## config.mk

```make
export PLATFORM = sky130hd
export DESIGN_NAME = dfs_ram
export DESIGN_NICKNAME = d
export VERILOG_FILES = /design/src/rtl/dfs_ram.sv
export SDC_FILE = /design/constraint.sdc
export NUM_CORES = 1
export LEC_CHECK = 0
export CAP_MARGIN = 0
export CORE_MARGIN = 2
export CORE_UTILIZATION = 30
export DETAILED_ROUTE_END_ITERATION = 6
export DONT_BUFFER_PORTS = 1
export GPL_ROUTABILITY_DRIVEN = 0
export HOLD_SLACK_MARGIN = 0.12
export SYNTH_ARGS = -nofsm -noshare
export SYNTH_HDL_FRONTEND = slang
export SYNTH_SLANG_ARGS = --single-unit
```

## constraint.sdc

```tcl
create_clock -name clk -period 3.5 [get_ports clk]
set_clock_uncertainty 0.2 [all_clocks]
set_input_delay 0.35 -clock clk [delete_from_list [all_inputs] [get_ports clk]]
set_output_delay 0.35 -clock clk [all_outputs]
set_load 0.005 [all_outputs]
```

## src/rtl/dfs_ram.sv

```systemverilog
`default_nettype none
module dfs_ram #(
  parameter int Width = 8,
  parameter int Depth = 16,
  localparam int AddrW = (Depth > 1) ? $clog2(Depth) : 1
) (
  input  wire logic             clk,
  input  wire logic             we,
  input  wire logic [AddrW-1:0] waddr,
  input  wire logic [Width-1:0] wdata,
  input  wire logic [AddrW-1:0] raddr,
  output logic      [Width-1:0] rdata
);
  logic [Width-1:0] mem [Depth];

  always_ff @(posedge clk) begin
    if (we) mem[waddr] <= wdata;
    rdata <= mem[raddr];
  end
endmodule
`default_nettype wire

```

==> results_dict.tcl <==
set metrics [dict create \
    hold_viol 0 \
    synth.most_common_cell "edfxtp_1" \
    grt_max_degree 24 \
    fin_area_um2 6200 \
    vias 2407 \
    path_clk_slew_ps 60 \
    cp-end-kind "register" \
    yosysWarnings 0 \
    layout-drive-gt1-share_pct 19.2 \
    r2r-end "rdata[1]" \
    fp-row-count 47 \
    routedWlPerCell_um 21.5 \
    min_path_cells 2 \
    leakage_uw 0.00200 \
    clock_latency_ps 410 \
    peakVddDrop_mv 0.340 \
    synth_nets 247 \
    start_util_pct 30.8 \
    cts_max_level 4 \
    synth_cells 229 \
    synth_area_um2 5150 \
    finalNetCount 277 \
    rr_worst_depth 5 \
    period_needed_ps 2550 \
    grt_pass1_vias 2525 \
    antenna_found_initial 0 \
    clock_path_buffers 2 \
    io_buffers 0 \
    vias_per_cell 4.90 \
    grt.total_usage_pct 12.5 \
    io_pins 26 \
    grt-ovfl-total 0 \
    slew_violations 0 \
    drc 0 \
    dieHeight_um 135 \
    dpl_cell_area_um2 5370 \
    hp-class "in2reg" \
    avgSynthCellArea_um2 22.5 \
    rsz0062_at_grt "no" \
    cp_common_cell "dlygate4sd3_1" \
    p_per_area_nw_per_um2 638 \
    setup_tns_ps 0 \
    antenna_cells 0 \
    synth.distinct_cells 19 \
    synth_flop_cell "edfxtp_1" \
    yosysTopAreaCellShare_pct 74.7 \
    slowest_delay_ps 570 \
    cts_buffers 17 \
    cts-root-buf "clkbuf_16" \
    seq_area_frac_synth_pct 77.8 \
    crit_fanout 1 \
    wirelength_mm 10.6 \
    die_area_um2 18200 \
    drv_cap 0 \
    startpoint_type "register" \
    synthArstFlopShare_pct 0 \
    synth_seq_cells 136 \
    ff2ff_setup_slack_ps 950 \
    status "finished, final reports clean" \
    cts_tree "done" \
    hpwlAfterDp_mm 6.24 \
    holdPathEnd "mem[8][4]" \
    crit_slowest_cell "dlygate4sd3_1" \
    cts_setup_buffers 0 \
    synthToLayoutAreaGrowth_pct 20.5 \
    required_ps 3580 \
    grt_pass1_wl_mm 15.9 \
    critPathKind "reg2reg" \
    cp_top_family "buffers and inverters" \
    drt_iter0_drc 220 \
    setup_viol 0 \
    drtPass1Iterations 4 \
    fmax_ghz 0.392 \
    synthTopCellsByCount "edfxtp_1, mux4_2, a22oi_1, mux4_1, nor2_1" \
    synth-edff-count 128 \
    hold_start "waddr[1]" \
    worst_pin_slew_ps 962 \
    period_share_pct 72.9 \
    coreArea_um2 16700 \
    crit_chain "mux4_1, dlygate4sd3_1, a22oi_1, dlygate4sd3_1, nand2_1" \
    report.power.total_uw 3960 \
    yosys-top-cells-area "edfxtp_1, mux4_2, mux4_1" \
    arrival_ps 2640 \
    yosysTopAreaCell "edfxtp_1" \
    timing.rr.start "mem[9][1]" \
    cts.sinks 136 \
    postRouteAntennaNets 0 \
    relSlewSlack_pct 35.6 \
    crit_buf_inv 2 \
    die_w_um 135 \
]
[kinds of logic (layout without fill, tap and decap cells)]
kind of cell / after synthesis / count (layout) / synth area share (%)
DFF: 136 / 136 / 77.8
AOI/OAI and AO/OA: 16 / 16 / 2.33
and+or+nand+nor: 35 / 35 / 3.18
buffers and inverters: 10 / 52 / 1.68
muxes: 32 / 32 / 15.0
[through the flow]
step	instances	utilization (%)	setup slack (ps)	hold slack, ps
global placement	443	32.1	1420	250
floorplan	229	-	1460	249
global route	491	37.1	820	122
detailed placement	443	32.1	1260	250
CTS	491	37.1	952	123
finish	491	37.1	948	139
[layout by cell type, fill, tap and decap left out, types with 3 or more instances in the layout]
| master | instances |
|---|---|
| dlygate4sd3_1 | 16 |
| nor2_1 | 13 |
| clkinv_1 | 3 |
| mux4_2 | 18 |
| a22oi_1 | 16 |
| mux4_1 | 14 |
| clkbuf_16 | 17 |
| edfxtp_1 | 128 |
| buf_4 | 4 |
| nand2_1 | 9 |
| dfxtp_1 | 8 |
| nor3_1 | 4 |
| bufinv_16 | 6 |
[power by group]
part           total [uW]  switching, uW  internal (uW)
sequential           1830           12.5           1820
clock                1980            653           1330
combinational         144           78.1           66.0
[worst reg2reg max path: cells and delay by family (launching register included)]
kind	cells	cell delay, ps
AND/OR/NAND/NOR	1	60
flip-flops	1	380
multiplexers	1	500
buffers and inverters	2	1140
AO/OA/AOI/OAI	1	170
[how the worst max path moves through the flow]
stage	endpoint	start	depth (start not counted)	slack, ps
after floorplan	mem[0][0]	waddr[2]	2	1460
after global placement	mem[0][6]	waddr[2]	3	1420
after detailed placement	mem[0][4]	waddr[2]	3	1260
after CTS	rdata[1]	mem[9][1]	5	950
after global routing	rdata[1]	mem[9][1]	5	820
final	rdata[1]	mem[9][1]	5	950
[per-layer routing]
metal	GRT usage, %	routed length (um)	vias up
met5	0	0	-
met4	5.61	145	0
met3	3.75	699	8
met2	18.0	4900	92
met1	17.5	4820	1272
li1	-	-	1035
[flip-flops by register name, indices dropped and copies added, names as in the netlist]
signal	flops
mem	128
rdata	8
[final cells by class]
type / count / area, um^2
Multi-Input combinational cell: 83 / 1060
Fill cell: 1559 / 10500
Timing Repair Buffer: 21 / 210
Clock buffer: 17 / 425
Clock inverter: 14 / 229
Tap cell: 220 / 275
Sequential cell: 136 / 4000
[repair_timing]
action / 4_1_cts / 5_1_grt
gates resized for setup: 0 / 0
hold endpoints to repair: 149 / 0
hold buffers: 17 / 0
Note: power is estimated with default switching activity, not from simulation.
